--- src/rtl/audio_sample_mixer_formatter_core_macros.svh ---
// Assertion macros for the RTL.
// Compiled out when SYNTHESIS is defined.
`ifndef AUDIO_SAMPLE_MIXER_FORMATTER_CORE_MACROS_SVH
`define AUDIO_SAMPLE_MIXER_FORMATTER_CORE_MACROS_SVH

`ifndef SYNTHESIS
`define ASMF_ASSERT_IMPLY(label, clk, rst_n, ante, cons, msg) \
    label: assert property (@(posedge clk) disable iff (!rst_n) (ante) |-> (cons)) \
        else $error(msg);
`define ASMF_ASSERT_NEXT(label, clk, rst_n, ante, cons, msg) \
    label: assert property (@(posedge clk) disable iff (!rst_n) (ante) |=> (cons)) \
        else $error(msg);
`else
`define ASMF_ASSERT_IMPLY(label, clk, rst_n, ante, cons, msg)
`define ASMF_ASSERT_NEXT(label, clk, rst_n, ante, cons, msg)
`endif

`endif

--- src/rtl/asmf_pkg.sv ---
`default_nettype none
package asmf_pkg;

    // config port
    localparam int CFG_INDEX_W = 3;
    localparam int CFG_DATA_W  = 28;
    localparam int BUF_BYTES_W = 17;

    localparam logic [CFG_INDEX_W-1:0] REG_SAMPLE_PERIOD = 3'd0;
    localparam logic [CFG_INDEX_W-1:0] REG_FAST_FORWARD  = 3'd1;
    localparam logic [CFG_INDEX_W-1:0] REG_LEFT_VOLUME   = 3'd2;
    localparam logic [CFG_INDEX_W-1:0] REG_RIGHT_VOLUME  = 3'd3;
    localparam logic [CFG_INDEX_W-1:0] REG_CHANNEL_MODE  = 3'd4;
    localparam logic [CFG_INDEX_W-1:0] REG_WIDE_SAMPLES  = 3'd5;
    localparam logic [CFG_INDEX_W-1:0] REG_BUFFER_BYTES  = 3'd6;

    localparam logic [27:0] RST_SAMPLE_PERIOD = 28'd8060928;
    localparam logic [13:0] RST_FAST_FORWARD  = 14'd256;
    localparam logic [7:0]  RST_LEFT_VOLUME   = 8'd255;
    localparam logic [7:0]  RST_RIGHT_VOLUME  = 8'd255;
    localparam logic [2:0]  RST_CHANNEL_MODE  = 3'd0;
    localparam logic        RST_WIDE_SAMPLES  = 1'b1;
    localparam logic [16:0] RST_BUFFER_BYTES  = 17'd4096;

    // channel modes
    localparam logic [2:0] MODE_MONO_LEFT  = 3'd0;
    localparam logic [2:0] MODE_MONO_MIX   = 3'd1;
    localparam logic [2:0] MODE_MONO_RIGHT = 3'd2;
    localparam logic [2:0] MODE_STEREO_DUP = 3'd3;
    localparam logic [2:0] MODE_STEREO     = 3'd4;

    // commands
    localparam logic CMD_RESTART = 1'b0;
    localparam logic CMD_MIX     = 1'b1;

    // divide by 255: floor(2^23/255), estimate is low by at most one
    localparam int          MAG_W       = 23;
    localparam int          RECIP_W     = 16;
    localparam int          RECIP_SHIFT = 23;
    localparam logic [RECIP_W-1:0] RECIP_255 = 16'd32896;
    localparam logic [23:0] VOL_UNITY   = 24'd255;

    localparam logic [16:0] DELAY_MAX   = 17'h1FFFF;
    localparam logic [7:0]  OFFSET_BIN  = 8'h80;

    typedef struct packed {
        logic               cmd;
        logic signed [15:0] left_sample;
        logic signed [15:0] right_sample;
    } t_in_word;

    typedef struct packed {
        logic [16:0] delay_cycles;
        logic [7:0]  data_byte;
        logic        byte_valid;
        logic        last;
        logic        buffer_full;
    } t_out_word;

    typedef struct packed {
        logic        cmd;
        logic [16:0] delay;
    } t_stage_info;

    typedef struct packed {
        logic [2:0]             channel_mode;
        logic                   wide_samples;
        logic [BUF_BYTES_W-1:0] buffer_bytes;
    } t_fmt_cfg;

endpackage
`default_nettype wire

--- src/rtl/asmf_lane.sv ---
`default_nettype none
// Signed divide by 255 (or 510 with i_halve), truncating toward zero.
// Two register stages: magnitude, then reciprocal product.
module asmf_lane (
    input  logic               i_clk,
    input  logic               i_en,
    input  logic signed [24:0] i_dividend,
    input  logic               i_halve,
    output logic [15:0]        o_quot
);

    localparam int PROD_W = asmf_pkg::MAG_W + asmf_pkg::RECIP_W;

    logic [24:0]                  w_abs;
    logic [asmf_pkg::MAG_W-1:0]   w_mag;
    logic                         r_neg_a;
    logic [asmf_pkg::MAG_W-1:0]   r_mag_a;
    logic                         r_neg_b;
    logic [asmf_pkg::MAG_W-1:0]   r_mag_b;
    logic [PROD_W-1:0]            r_prod;
    logic [15:0]                  w_q_est;
    logic [23:0]                  w_back;
    logic [23:0]                  w_rem;
    logic [15:0]                  w_q;

    always_comb begin
        w_abs = i_dividend[24] ? $unsigned(-i_dividend) : $unsigned(i_dividend);
        // |x| <= 2*32768*255 when halved and 32768*255 otherwise, so either form fits the magnitude width
        w_mag = i_halve ? w_abs[asmf_pkg::MAG_W:1] : w_abs[asmf_pkg::MAG_W-1:0];
    end

    always_ff @(posedge i_clk) begin
        if (i_en) begin
            r_neg_a <= i_dividend[24];
            r_mag_a <= w_mag;
            r_neg_b <= r_neg_a;
            r_mag_b <= r_mag_a;
            r_prod  <= PROD_W'(r_mag_a) * PROD_W'(asmf_pkg::RECIP_255);
        end
    end

    always_comb begin
        w_q_est = r_prod[asmf_pkg::RECIP_SHIFT +: 16];
        w_back  = {w_q_est, 8'd0} - {8'd0, w_q_est};
        w_rem   = {1'b0, r_mag_b} - w_back;
        w_q     = (w_rem >= asmf_pkg::VOL_UNITY) ? (w_q_est + 16'd1) : w_q_est;
        o_quot  = r_neg_b ? (16'd0 - w_q) : w_q;
    end

endmodule
`default_nettype wire

--- src/rtl/asmf_merge.sv ---
`default_nettype none
`include "audio_sample_mixer_formatter_core_macros.svh"
// Picks lane results by channel mode, formats the frame, keeps the byte
// count, and plays the frame out one word per cycle while not stalled.
module asmf_merge #(
    parameter int BYTE_COUNT_BITS = 17
) (
    input  logic                  i_clk,
    input  logic                  i_rst_n,
    input  logic                  i_load,
    input  asmf_pkg::t_stage_info i_info,
    input  logic [15:0]           i_left,
    input  logic [15:0]           i_right,
    input  logic [15:0]           i_mix,
    input  asmf_pkg::t_fmt_cfg    i_cfg,
    input  logic                  i_out_stall,
    output logic                  o_out_valid,
    output asmf_pkg::t_out_word   o_out_word,
    output logic                  o_free
);

    localparam int SUM_W = BYTE_COUNT_BITS + 1;
    localparam int CMP_W = (BYTE_COUNT_BITS > asmf_pkg::BUF_BYTES_W) ?
                           BYTE_COUNT_BITS : asmf_pkg::BUF_BYTES_W;

    logic                       r_fv;
    logic [2:0]                 r_rem;
    logic [7:0]                 r_bytes [4];
    logic [16:0]                r_delay;
    logic                       r_byte_valid;
    logic                       r_full_out;
    logic [BYTE_COUNT_BITS-1:0] r_bc;
    logic                       r_full;

    logic [15:0]                w_v0;
    logic [15:0]                w_v1;
    logic                       w_two;
    logic [2:0]                 w_nbytes;
    logic [7:0]                 w_fb [4];
    logic [SUM_W-1:0]           w_sum_bc;
    logic [BYTE_COUNT_BITS-1:0] n_bc;
    logic                       w_reach;
    logic                       w_last;
    logic                       w_take;

    always_comb begin
        w_v0  = i_left;
        w_v1  = i_left;
        w_two = 1'b0;
        unique case (i_cfg.channel_mode)
            asmf_pkg::MODE_MONO_MIX:   w_v0 = i_mix;
            asmf_pkg::MODE_MONO_RIGHT: w_v0 = i_right;
            asmf_pkg::MODE_STEREO_DUP: w_two = 1'b1;
            asmf_pkg::MODE_STEREO: begin
                w_v1  = i_right;
                w_two = 1'b1;
            end
            default: w_v0 = i_left;
        endcase

        if (i_cfg.wide_samples) begin
            w_fb[0]  = w_v0[7:0];
            w_fb[1]  = w_v0[15:8];
            w_fb[2]  = w_v1[7:0];
            w_fb[3]  = w_v1[15:8];
            w_nbytes = w_two ? 3'd4 : 3'd2;
        end else begin
            w_fb[0]  = w_v0[7:0] ^ asmf_pkg::OFFSET_BIN;
            w_fb[1]  = w_v1[7:0] ^ asmf_pkg::OFFSET_BIN;
            w_fb[2]  = 8'd0;
            w_fb[3]  = 8'd0;
            w_nbytes = w_two ? 3'd2 : 3'd1;
        end

        // saturating byte count
        w_sum_bc = {1'b0, r_bc} + SUM_W'(w_nbytes);
        n_bc     = w_sum_bc[BYTE_COUNT_BITS] ? '1 : w_sum_bc[BYTE_COUNT_BITS-1:0];
        w_reach  = CMP_W'(n_bc) >= CMP_W'(i_cfg.buffer_bytes);
    end

    assign w_last = (r_rem == 3'd1);
    assign w_take = r_fv && !i_out_stall;
    assign o_free = !r_fv || (w_take && w_last);

    always_ff @(posedge i_clk) begin
        if (!i_rst_n) begin
            r_fv   <= 1'b0;
            r_rem  <= 3'd0;
            r_bc   <= '0;
            r_full <= 1'b0;
        end else if (i_load) begin
            r_fv <= 1'b1;
            if (i_info.cmd == asmf_pkg::CMD_RESTART) begin
                r_rem  <= 3'd1;
                r_bc   <= '0;
                r_full <= 1'b0;
            end else begin
                r_rem <= w_nbytes;
                if (!r_full) begin
                    r_bc   <= n_bc;
                    r_full <= w_reach;
                end
            end
        end else if (w_take) begin
            if (w_last) begin
                r_fv <= 1'b0;
            end
            r_rem <= r_rem - 3'd1;
        end
    end

    always_ff @(posedge i_clk) begin
        if (i_load) begin
            r_delay <= i_info.delay;
            if (i_info.cmd == asmf_pkg::CMD_RESTART) begin
                r_bytes[0]   <= 8'd0;
                r_byte_valid <= 1'b0;
                r_full_out   <= 1'b0;
            end else begin
                r_bytes      <= w_fb;
                r_byte_valid <= 1'b1;
                r_full_out   <= r_full || w_reach;
            end
        end else if (w_take) begin
            r_bytes[0] <= r_bytes[1];
            r_bytes[1] <= r_bytes[2];
            r_bytes[2] <= r_bytes[3];
        end
    end

    assign o_out_valid            = r_fv;
    assign o_out_word.delay_cycles = r_delay;
    assign o_out_word.data_byte    = r_bytes[0];
    assign o_out_word.byte_valid   = r_byte_valid;
    assign o_out_word.last         = w_last;
    assign o_out_word.buffer_full  = r_full_out;

    `ASMF_ASSERT_IMPLY(a_rem_range, i_clk, i_rst_n, r_fv, (r_rem != 3'd0) && (r_rem <= 3'd4), "frame count out of range")
    `ASMF_ASSERT_IMPLY(a_no_overwrite, i_clk, i_rst_n, i_load, !r_fv || (w_take && w_last), "frame overwritten before last word left")
    `ASMF_ASSERT_IMPLY(a_restart_word, i_clk, i_rst_n, r_fv && !r_byte_valid, w_last && !r_full_out, "restart word malformed")
    `ASMF_ASSERT_NEXT(a_restart_clears, i_clk, i_rst_n, i_load && (i_info.cmd == asmf_pkg::CMD_RESTART), (r_bc == '0) && !r_full, "restart did not clear byte count")

endmodule
`default_nettype wire

--- src/rtl/audio_sample_mixer_formatter_core.sv ---
`default_nettype none
// Audio mixer/formatter. Each input word either restarts the sample clock
// (one result word, byte_valid low) or mixes one left/right sample pair into
// a frame of 1, 2 or 4 bytes, sent one byte per output word with the delay
// to the next sample event and the buffer-full flag on every word. Results
// pass the stage 1, 2 and 3 registers and the frame register; from there
// the block delivers one output word per cycle unless i_out_stall is high.
// Input words are taken while the previous frame is still being sent;
// input stall rises only when a finished frame waits behind one still in
// the output register. Configuration registers are written through a
// separate valid/ready port that is always ready; write them only while
// no item is in flight.
module audio_sample_mixer_formatter_core #(
    parameter int BYTE_COUNT_BITS = 17
) (
    input  logic                              i_clk,
    input  logic                              i_rst_n,
    // input words
    input  logic                              i_in_valid,
    input  asmf_pkg::t_in_word                i_in_word,
    output logic                              o_in_stall,
    // result words
    output logic                              o_out_valid,
    output asmf_pkg::t_out_word               o_out_word,
    input  logic                              i_out_stall,
    // configuration writes
    input  logic                              i_cfg_valid,
    input  logic [asmf_pkg::CFG_INDEX_W-1:0]  i_cfg_index,
    input  logic [asmf_pkg::CFG_DATA_W-1:0]   i_cfg_data,
    output logic                              o_cfg_ready
);

    // configuration registers
    logic [27:0] r_sample_period;
    logic [13:0] r_fast_forward;
    logic [7:0]  r_left_volume;
    logic [7:0]  r_right_volume;
    logic [2:0]  r_channel_mode;
    logic        r_wide_samples;
    logic [16:0] r_buffer_bytes;

    // pipeline: stage 1 products, stage 2/3 lane divide, then frame register
    logic               w_en;
    logic               w_frame_free;
    logic               r_v1;
    logic               r_v2;
    logic               r_v3;
    logic               r1_cmd;
    logic signed [24:0] r1_lp;
    logic signed [24:0] r1_rp;
    logic [41:0]        r1_cprod;
    logic               r2_cmd;
    logic [16:0]        r2_delay;
    logic               r3_cmd;
    logic [16:0]        r3_delay;
    logic [15:0]        r_frac;

    logic signed [24:0] n_lp;
    logic signed [24:0] n_rp;
    logic [41:0]        n_cprod;
    logic [34:0]        w_sum;
    logic [16:0]        n_delay;
    logic [15:0]        n_frac;
    logic signed [24:0] w_mix_sum;

    logic [15:0]           w_left_q;
    logic [15:0]           w_right_q;
    logic [15:0]           w_mix_q;
    asmf_pkg::t_stage_info w_info;
    asmf_pkg::t_fmt_cfg    w_fmt;

    assign o_cfg_ready = 1'b1;

    always_ff @(posedge i_clk) begin
        if (!i_rst_n) begin
            r_sample_period <= asmf_pkg::RST_SAMPLE_PERIOD;
            r_fast_forward  <= asmf_pkg::RST_FAST_FORWARD;
            r_left_volume   <= asmf_pkg::RST_LEFT_VOLUME;
            r_right_volume  <= asmf_pkg::RST_RIGHT_VOLUME;
            r_channel_mode  <= asmf_pkg::RST_CHANNEL_MODE;
            r_wide_samples  <= asmf_pkg::RST_WIDE_SAMPLES;
            r_buffer_bytes  <= asmf_pkg::RST_BUFFER_BYTES;
        end else if (i_cfg_valid && o_cfg_ready) begin
            unique case (i_cfg_index)
                asmf_pkg::REG_SAMPLE_PERIOD: r_sample_period <= i_cfg_data[27:0];
                asmf_pkg::REG_FAST_FORWARD:  r_fast_forward  <= i_cfg_data[13:0];
                asmf_pkg::REG_LEFT_VOLUME:   r_left_volume   <= i_cfg_data[7:0];
                asmf_pkg::REG_RIGHT_VOLUME:  r_right_volume  <= i_cfg_data[7:0];
                asmf_pkg::REG_CHANNEL_MODE:  r_channel_mode  <= i_cfg_data[2:0];
                asmf_pkg::REG_WIDE_SAMPLES:  r_wide_samples  <= i_cfg_data[0];
                asmf_pkg::REG_BUFFER_BYTES:  r_buffer_bytes  <= i_cfg_data[16:0];
                default: ;  // unmapped index, dropped
            endcase
        end
    end

    // whole pipe moves together; it holds only when stage 3 has a frame
    // ready and the output register is still busy
    assign w_en       = !r_v3 || w_frame_free;
    assign o_in_stall = !w_en;

    // stage 1: voice gains and the clock step product
    always_comb begin
        n_lp    = 25'(i_in_word.left_sample) * 25'($signed({1'b0, r_left_volume}));
        n_rp    = 25'(i_in_word.right_sample) * 25'($signed({1'b0, r_right_volume}));
        n_cprod = 42'(r_sample_period) * 42'(r_fast_forward);
    end

    // stage 2: advance the fractional sample clock (Q.16)
    always_comb begin
        w_sum = 35'(r_frac) + 35'(r1_cprod[41:8]);
        if (r1_cmd == asmf_pkg::CMD_RESTART) begin
            n_delay = {5'd0, r_sample_period[27:16]};
            n_frac  = r_sample_period[15:0];
        end else begin
            n_delay = (|w_sum[34:33]) ? asmf_pkg::DELAY_MAX : w_sum[32:16];
            n_frac  = w_sum[15:0];
        end
        w_mix_sum = r1_lp + r1_rp;
    end

    always_ff @(posedge i_clk) begin
        if (!i_rst_n) begin
            r_v1   <= 1'b0;
            r_v2   <= 1'b0;
            r_v3   <= 1'b0;
            r_frac <= 16'd0;
        end else if (w_en) begin
            r_v1 <= i_in_valid;
            r_v2 <= r_v1;
            r_v3 <= r_v2;
            if (r_v1) begin
                r_frac <= n_frac;
            end
        end
    end

    always_ff @(posedge i_clk) begin
        if (w_en) begin
            r1_cmd   <= i_in_word.cmd;
            r1_lp    <= n_lp;
            r1_rp    <= n_rp;
            r1_cprod <= n_cprod;
            r2_cmd   <= r1_cmd;
            r2_delay <= n_delay;
            r3_cmd   <= r2_cmd;
            r3_delay <= r2_delay;
        end
    end

    // three divider lanes: left/255, right/255, (left+right)/510
    asmf_lane u_lane_left (
        .i_clk      (i_clk),
        .i_en       (w_en),
        .i_dividend (r1_lp),
        .i_halve    (1'b0),
        .o_quot     (w_left_q)
    );

    asmf_lane u_lane_right (
        .i_clk      (i_clk),
        .i_en       (w_en),
        .i_dividend (r1_rp),
        .i_halve    (1'b0),
        .o_quot     (w_right_q)
    );

    asmf_lane u_lane_mix (
        .i_clk      (i_clk),
        .i_en       (w_en),
        .i_dividend (w_mix_sum),
        .i_halve    (1'b1),
        .o_quot     (w_mix_q)
    );

    assign w_info.cmd         = r3_cmd;
    assign w_info.delay       = r3_delay;
    assign w_fmt.channel_mode = r_channel_mode;
    assign w_fmt.wide_samples = r_wide_samples;
    assign w_fmt.buffer_bytes = r_buffer_bytes;

    // mode select, byte formatting, byte count and output register
    asmf_merge #(
        .BYTE_COUNT_BITS (BYTE_COUNT_BITS)
    ) u_merge (
        .i_clk       (i_clk),
        .i_rst_n     (i_rst_n),
        .i_load      (w_en && r_v3),
        .i_info      (w_info),
        .i_left      (w_left_q),
        .i_right     (w_right_q),
        .i_mix       (w_mix_q),
        .i_cfg       (w_fmt),
        .i_out_stall (i_out_stall),
        .o_out_valid (o_out_valid),
        .o_out_word  (o_out_word),
        .o_free      (w_frame_free)
    );

endmodule
`default_nettype wire
--- config.mk ---
export PLATFORM = sky130hd
export DESIGN_NAME = audio_sample_mixer_formatter_core
export DESIGN_NICKNAME = d
export VERILOG_FILES = /design/src/rtl/asmf_pkg.sv /design/src/rtl/asmf_lane.sv /design/src/rtl/asmf_merge.sv /design/src/rtl/audio_sample_mixer_formatter_core.sv
export VERILOG_INCLUDE_DIRS = /design/src /design/src/rtl
export SDC_FILE = /design/constraint.sdc
export NUM_CORES = 2
export LEC_CHECK = 0
export BUFFER_PORTS_ARGS = -buffer_cell sky130_fd_sc_hd__buf_2
export CORE_MARGIN = 1
export CORE_UTILIZATION = 45
export CTS_CLUSTER_DIAMETER = 120
export CTS_CLUSTER_SIZE = 10
export DETAILED_ROUTE_END_ITERATION = 16
export GPL_ROUTABILITY_DRIVEN = 0
export PLACE_DENSITY_LB_ADDON = 0.05
export SLEW_MARGIN = 20
export SYNTH_ARGS = -nofsm -noshare
export SYNTH_HDL_FRONTEND = slang
export SYNTH_SLANG_ARGS = --single-unit
--- constraint.sdc ---
create_clock -name i_clk -period 10.3 [get_ports i_clk]
set_input_delay 1.03 -clock i_clk [delete_from_list [all_inputs] [get_ports i_clk]]
set_output_delay 1.03 -clock i_clk [all_outputs]
set_load 0.02 [all_outputs]
* Word-level counts from Yosys, hierarchy flattened
Cells that the tools add are included.
** Word-level totals
- Output and inout bits :: 31
- Logic and storage cells :: 152
- Input port bits :: 69
- Flip-flop bits (word level) :: 540
** Cells by class
- Mux-type cells :: 35
- Reductions and logical operators :: 27
- Bitwise logic cells :: 2
- $add $sub $neg :: 19
- Magnitude comparators :: 4
- Multiply operators :: 6
- Equal/unequal tests :: 13
** Operators with widths (number)
- 16-bit 2-to-1 mux :: 8
- 23-bit by 9-bit multiplier with 32-bit output, second input constant :: 3
- 24-bit 2-to-1 mux :: 4
- 24-bit by 8-bit greater-or-equal comparator with 1-bit output, second input constant :: 3
- 23-bit by 24-bit subtractor with 24-bit output :: 3
- 24-bit by 16-bit subtractor with 24-bit output :: 3
- 17-bit 2-to-1 mux :: 4
- 16-bit by 9-bit multiplier with 25-bit output :: 2
- 16-bit by 1-bit adder with 16-bit output, second input constant :: 3
- 1-bit by 16-bit subtractor with 16-bit output, first input constant :: 3
- 23-bit 2-to-1 mux :: 2
- 23-bit negation :: 2
- 28-bit by 14-bit multiplier with 42-bit output :: 1
- 16-bit by 34-bit adder with 35-bit output :: 1
- 32-bit 2-to-1 mux :: 1
- 16-bit one-hot mux with 2 select lines :: 1
- 25-bit adder :: 1
- 24-bit negation :: 1
- 2-bit AND reduction :: 12
- 17-bit by 3-bit adder with 18-bit output :: 1
- 17-bit greater-or-equal comparator :: 1
- 3-bit 2-to-1 mux :: 5
- 3-bit by 2-bit equality test with 1-bit output, second input constant :: 4
- 3-bit equality test, second input constant :: 4
- other kinds (14) :: 33

* Logic depth before layout (Yosys ltp)
- Depth after elaboration :: 11
- Gate-level depth with buffers :: 30
- Gate-level depth less buffers :: 28

* By module
Synthesis repeated with hierarchy kept, for this count alone.
** Unflattened totals
- Cell total of the unflattened synthesis :: 5787
- Area total of the unflattened synthesis :: 54237.0 µm²
** By module, submodules not included
- audio_sample_mixer_formatter_core :: cells an instance 3324, instances 1, sequential area each 5595.4 µm², area each 30717.0 µm²
- asmf_lane :: cells an instance 669, instances 3, sequential area each 1921.8 µm², area each 6359.8 µm²
- asmf_merge :: cells an instance 456, instances 1, sequential area each 1971.9 µm², area each 4440.5 µm²

* Worst setup path before layout
OpenSTA, ideal clock, no wires.
- Path type :: input port to output port
- Start point :: input port i_out_stall
- End point :: output port o_in_stall
- Stages :: 4
- Data arrival time :: 9341 ps
- Data required time :: 9270 ps
- Path slack :: -71 ps
- Path buffers :: 0
- Cell sequence :: inv_1 a21boi_0 nand2_1 inv_1
** On the way
- Word-level cells in the longest chain between the ends :: 6
** Ends and longest elaborated chain
- start, declared :: line audio_sample_mixer_formatter_core.sv:25 : input logic i_out_stall,
- 1-bit zero test :: line asmf_merge.sv:82 : assign w_take = r_fv && !i_out_stall;
- 1-bit logical AND :: line asmf_merge.sv:82
- 1-bit logical AND :: line asmf_merge.sv:83 : assign o_free = !r_fv || (w_take && w_last);
- 1-bit logical OR :: line asmf_merge.sv:83
- 1-bit logical OR :: line audio_sample_mixer_formatter_core.sv:99 : assign w_en = !r_v3 || w_frame_free;
- 1-bit zero test :: line audio_sample_mixer_formatter_core.sv:100 : assign o_in_stall = !w_en;
- end, declared :: line audio_sample_mixer_formatter_core.sv:21 : output logic o_in_stall,
No other way between the ends.

* Final worst setup path
- Start point :: register r_fast_forward[12]
- End point :: register r1_cprod[41] (data pin)
** On the way
- Word-level cells in the longest chain between the ends :: 1
** Ends and longest elaborated chain
- start, declared :: line audio_sample_mixer_formatter_core.sv:35 : logic [13:0] r_fast_forward;
- start signal, assigned :: line audio_sample_mixer_formatter_core.sv:77 : r_fast_forward <= asmf_pkg::RST_FAST_FORWARD;
- start signal, assigned :: line audio_sample_mixer_formatter_core.sv:86 : asmf_pkg::REG_FAST_FORWARD: r_fast_forward <= i_cfg_data[13:0];
- 28-bit by 14-bit multiplier with 42-bit output :: line audio_sample_mixer_formatter_core.sv:106 : n_cprod = 42'(r_sample_period) * 42'(r_fast_forward);
- via n_cprod[41] :: line audio_sample_mixer_formatter_core.sv:60 : logic [41:0] n_cprod;
- end signal, assigned :: line audio_sample_mixer_formatter_core.sv:143 : r1_cprod <= n_cprod;
- end, declared :: line audio_sample_mixer_formatter_core.sv:51 : logic [41:0] r1_cprod;
The timed path passes the listed nets, and every way through them passes these cells.
A chain may end at the register's enable or synchronous reset.

==> results.ini <==
[final_layout]
layout.nets = 6875
instances_no_fill = 7327
final_cell_mix = inv_1 (849), nand2_1 (701), fa_1 (539)
mostFrequentLayoutCell = inv_1
syn_to_final_growth_pct = 6.62
final_area_sq_um = 57000
drive_above_1_share_pct = 5.13

[placed_design]
numPlacedInstances = 7232
port_buffers = 98
postPlaceCellArea_sq_um = 55300
hpwl_um = 113000

[outcome]
status = completed

[critical_path]
required_ps = 10680
crit_fanout = 18
regToRegSetupSlack_ps = 1990
criticalPathCategory = flop to flop
r2r_cells = 26
r2r_end = r1_cprod[41]
r2r-start = r_fast_forward[12]
worstPathArrival_ps = 8690
cp-start-kind = flop
end_kind = flop

[synth]
synth_area_leaders = edfxtp_1 (20%), fa_1 (20%), ha_1 (12%), inv_1 (6.0%), nand2_1 (4.9%)
yosysTopAreaCell = edfxtp_1
synth_top_area_share_pct = 20.5
yosysWarnings = 0
syn_inst = 5765
synthFlopType = edfxtp_1
synth_edf_count = 364
ys_seq_elements = 484
synth_area_sq_um = 53400
synth_cell_types = 117
synth-async-reset-ratio_pct = 0
ys_seq_area_share_pct = 25.0
avgSynthCellArea_sq_um = 9.27
syn-num-nets = 6887

[clock_tree]
cts_tree = yes
post_cts_buffers = 0
path_clk_slew_ps = 70
clockBufferDepth = 3
clockRootBuffer = clkbuf_16
cts_resized = 0
clk_latency_ps = 670
cts_made_buffers = 55
h-tree-depth = 2
postCtsHoldBufs = 0
cts_sinks = 484

[sta]
slew_headroom_pct = 32.5
report.final.slew_viol_count = 0
worst_slew_pin_slew_ps = 1010
tns_ps = 0
setup_viol = 0
finalHoldViolations = 0
fin_crit_sh_pct = 80.7
fin_crit_ps = 8310
rsz0062_at_grt = false
finalClockSkew_ps = 56.3
fmax_mhz = 120

[drt]
vias_per_cell = 5.43
wire_per_inst_um = 19.5
drt_iter0_drc = 2388
ant_nets = 0
vias = 39790
drt_wl_total_um = 143000
dr.pass1.iters = 5
drc = 0

[grt]
grt_overflow = 0
antenna_found_initial = 5
grt_usage_pct = 24.0
grt_pass1_vias = 39982
grt_pass1_wl_um = 227000
grt_start_max_net_pins = 79

[floorplan]
num_rows = 126
ios = 100
fp.dieH_um = 347
start_util_pct = 45.3
die-area_sq_um = 120000
coreArea_sq_um = 118000
die_w_um = 347

[hold_path]
min_from = r2_delay[11]
whs_path_depth = 0
min_to = r3_delay[11]
hp-class = flop to flop

[flow_run]
maxCapViolations = 0

==> synth_stat cells, drive strengths merged, types with 9 or more instances <==
library cell and number:
fa 539, clkbuf 181, mux2i 34, xor2 75
o21a 36, buf 35, o31ai 32, and3 51
nor4 36, nor3b 11, mux2 14, nor3 112
nand2b 42, a31oi 46, ha 514, or2 19
o41ai 15, nand4 42, inv 852, o21ai 144
edfxtp 364, o21bai 17, a31o 11, a22oi 21
a21o 82, xnor2 254, nand3 115, a21oi 245
and2 352, dfxtp 120, a211oi 51, a21boi 17
nor2b 38, o211ai 28, nand2 702, a311oi 9
o2111ai 14, or3 34, a2111oi 13, and4 11
or4 13, a211o 9, nor2 289
==> critical path, stage by stage, from the launching register on <==
cell and delay [ps]:
dfxtp_1 910, buf_4 320, and2_1 170, fa_1 410, inv_1 70, fa_1 440, fa_1 520, fa_1 540
inv_1 50, fa_1 520, inv_1 50, fa_1 520, inv_1 40, ha_1 330, a21o_1 170, a21o_1 160
a21oi_1 110, o21ai_0 150, o2111ai_1 360, a21oi_1 140, nor4_1 390, o21ai_0 270, o41ai_1 710, o211ai_1 270
o21a_1 240, nor2_1 110, xnor2_1 70
==> cells by family after synthesis <==
kind of cell             count (synthesis)  synth area share (%)
multiplexers                            48                 0.932
other                                    1               0.00702
AND/OR/NAND/NOR                       1892                  17.3
XOR/XNOR                               330                  5.44
buffers and inverters                 1070                  7.68
AO/OA/AOI/OAI                          887                  11.4
flip-flops                             484                  25.0
adder cells (fa/ha/maj)               1053                  32.2
==> state kept, by name, indices dropped and copies added (netlist names), 17 cells and up <==
| register | flops |
|---|---|
| r2_delay | 17 |
| r_buffer_bytes | 17 |
| u_lane_left.r_mag_a | 23 |
| r1_cprod | 34 |
| u_lane_right.r_mag_a | 23 |
| u_merge.r_delay | 17 |
| u_lane_mix.r_mag_b | 23 |
| u_lane_left.r_mag_b | 23 |
| u_lane_mix.r_mag_a | 23 |
| r1_rp | 25 |
| r1_lp | 25 |
| r3_delay | 17 |
| u_merge.r_bytes | 24 |
| u_merge.r_bc | 17 |
| r_sample_period | 28 |
| u_lane_right.r_mag_b | 23 |
==> final cells by class <==
type / instances / area (sq um)
Fill cell: 11410 / 61000
Multi-Input combinational cell: 4211 / 36000
Sequential cell: 484 / 13300
Inverter: 854 / 3210
Tap cell: 1536 / 1920
Clock buffer: 86 / 1490
Timing Repair Buffer: 147 / 858
Clock inverter: 6 / 123
Antenna cell: 3 / 7.51
==> stage by stage <==
step / setup WS, ps / hold slack [ps] / utilization (%)
floorplan: 2830 / 400 / -
global placement: 2100 / 401 / 46.9
detailed placement: 2010 / 405 / 46.9
CTS: 2020 / 357 / 48.3
global route: 1330 / 386 / 48.3
finish: 1990 / 374 / 48.3
==> routing by layer <==
metal | global-route usage [%] | part of all wire, %
met2 | 40.3 | 47
met1 | 33.1 | 46
met4 | 4.86 | 2.0
met5 | 0 | 0.018
met3 | 2.95 | 4.5
==> how the worst max path moves through the flow <==
stage / cells past startpoint / slack [ps] / startpoint / to
floorplan: 29 / 2830 / r_fast_forward[4] / r1_cprod[41]
global placement: 27 / 2100 / r_fast_forward[3] / r1_cprod[41]
detailed placement: 26 / 2010 / r_fast_forward[7] / r1_cprod[41]
CTS: 26 / 2020 / r_fast_forward[7] / r1_cprod[41]
global route: 27 / 1330 / r_fast_forward[3] / r1_cprod[41]
finish: 26 / 1990 / r_fast_forward[12] / r1_cprod[41]
Power is left out: the tool's default activity adds up to more than one toggle a clock period on the data nets, which glitch-free logic cannot reach.
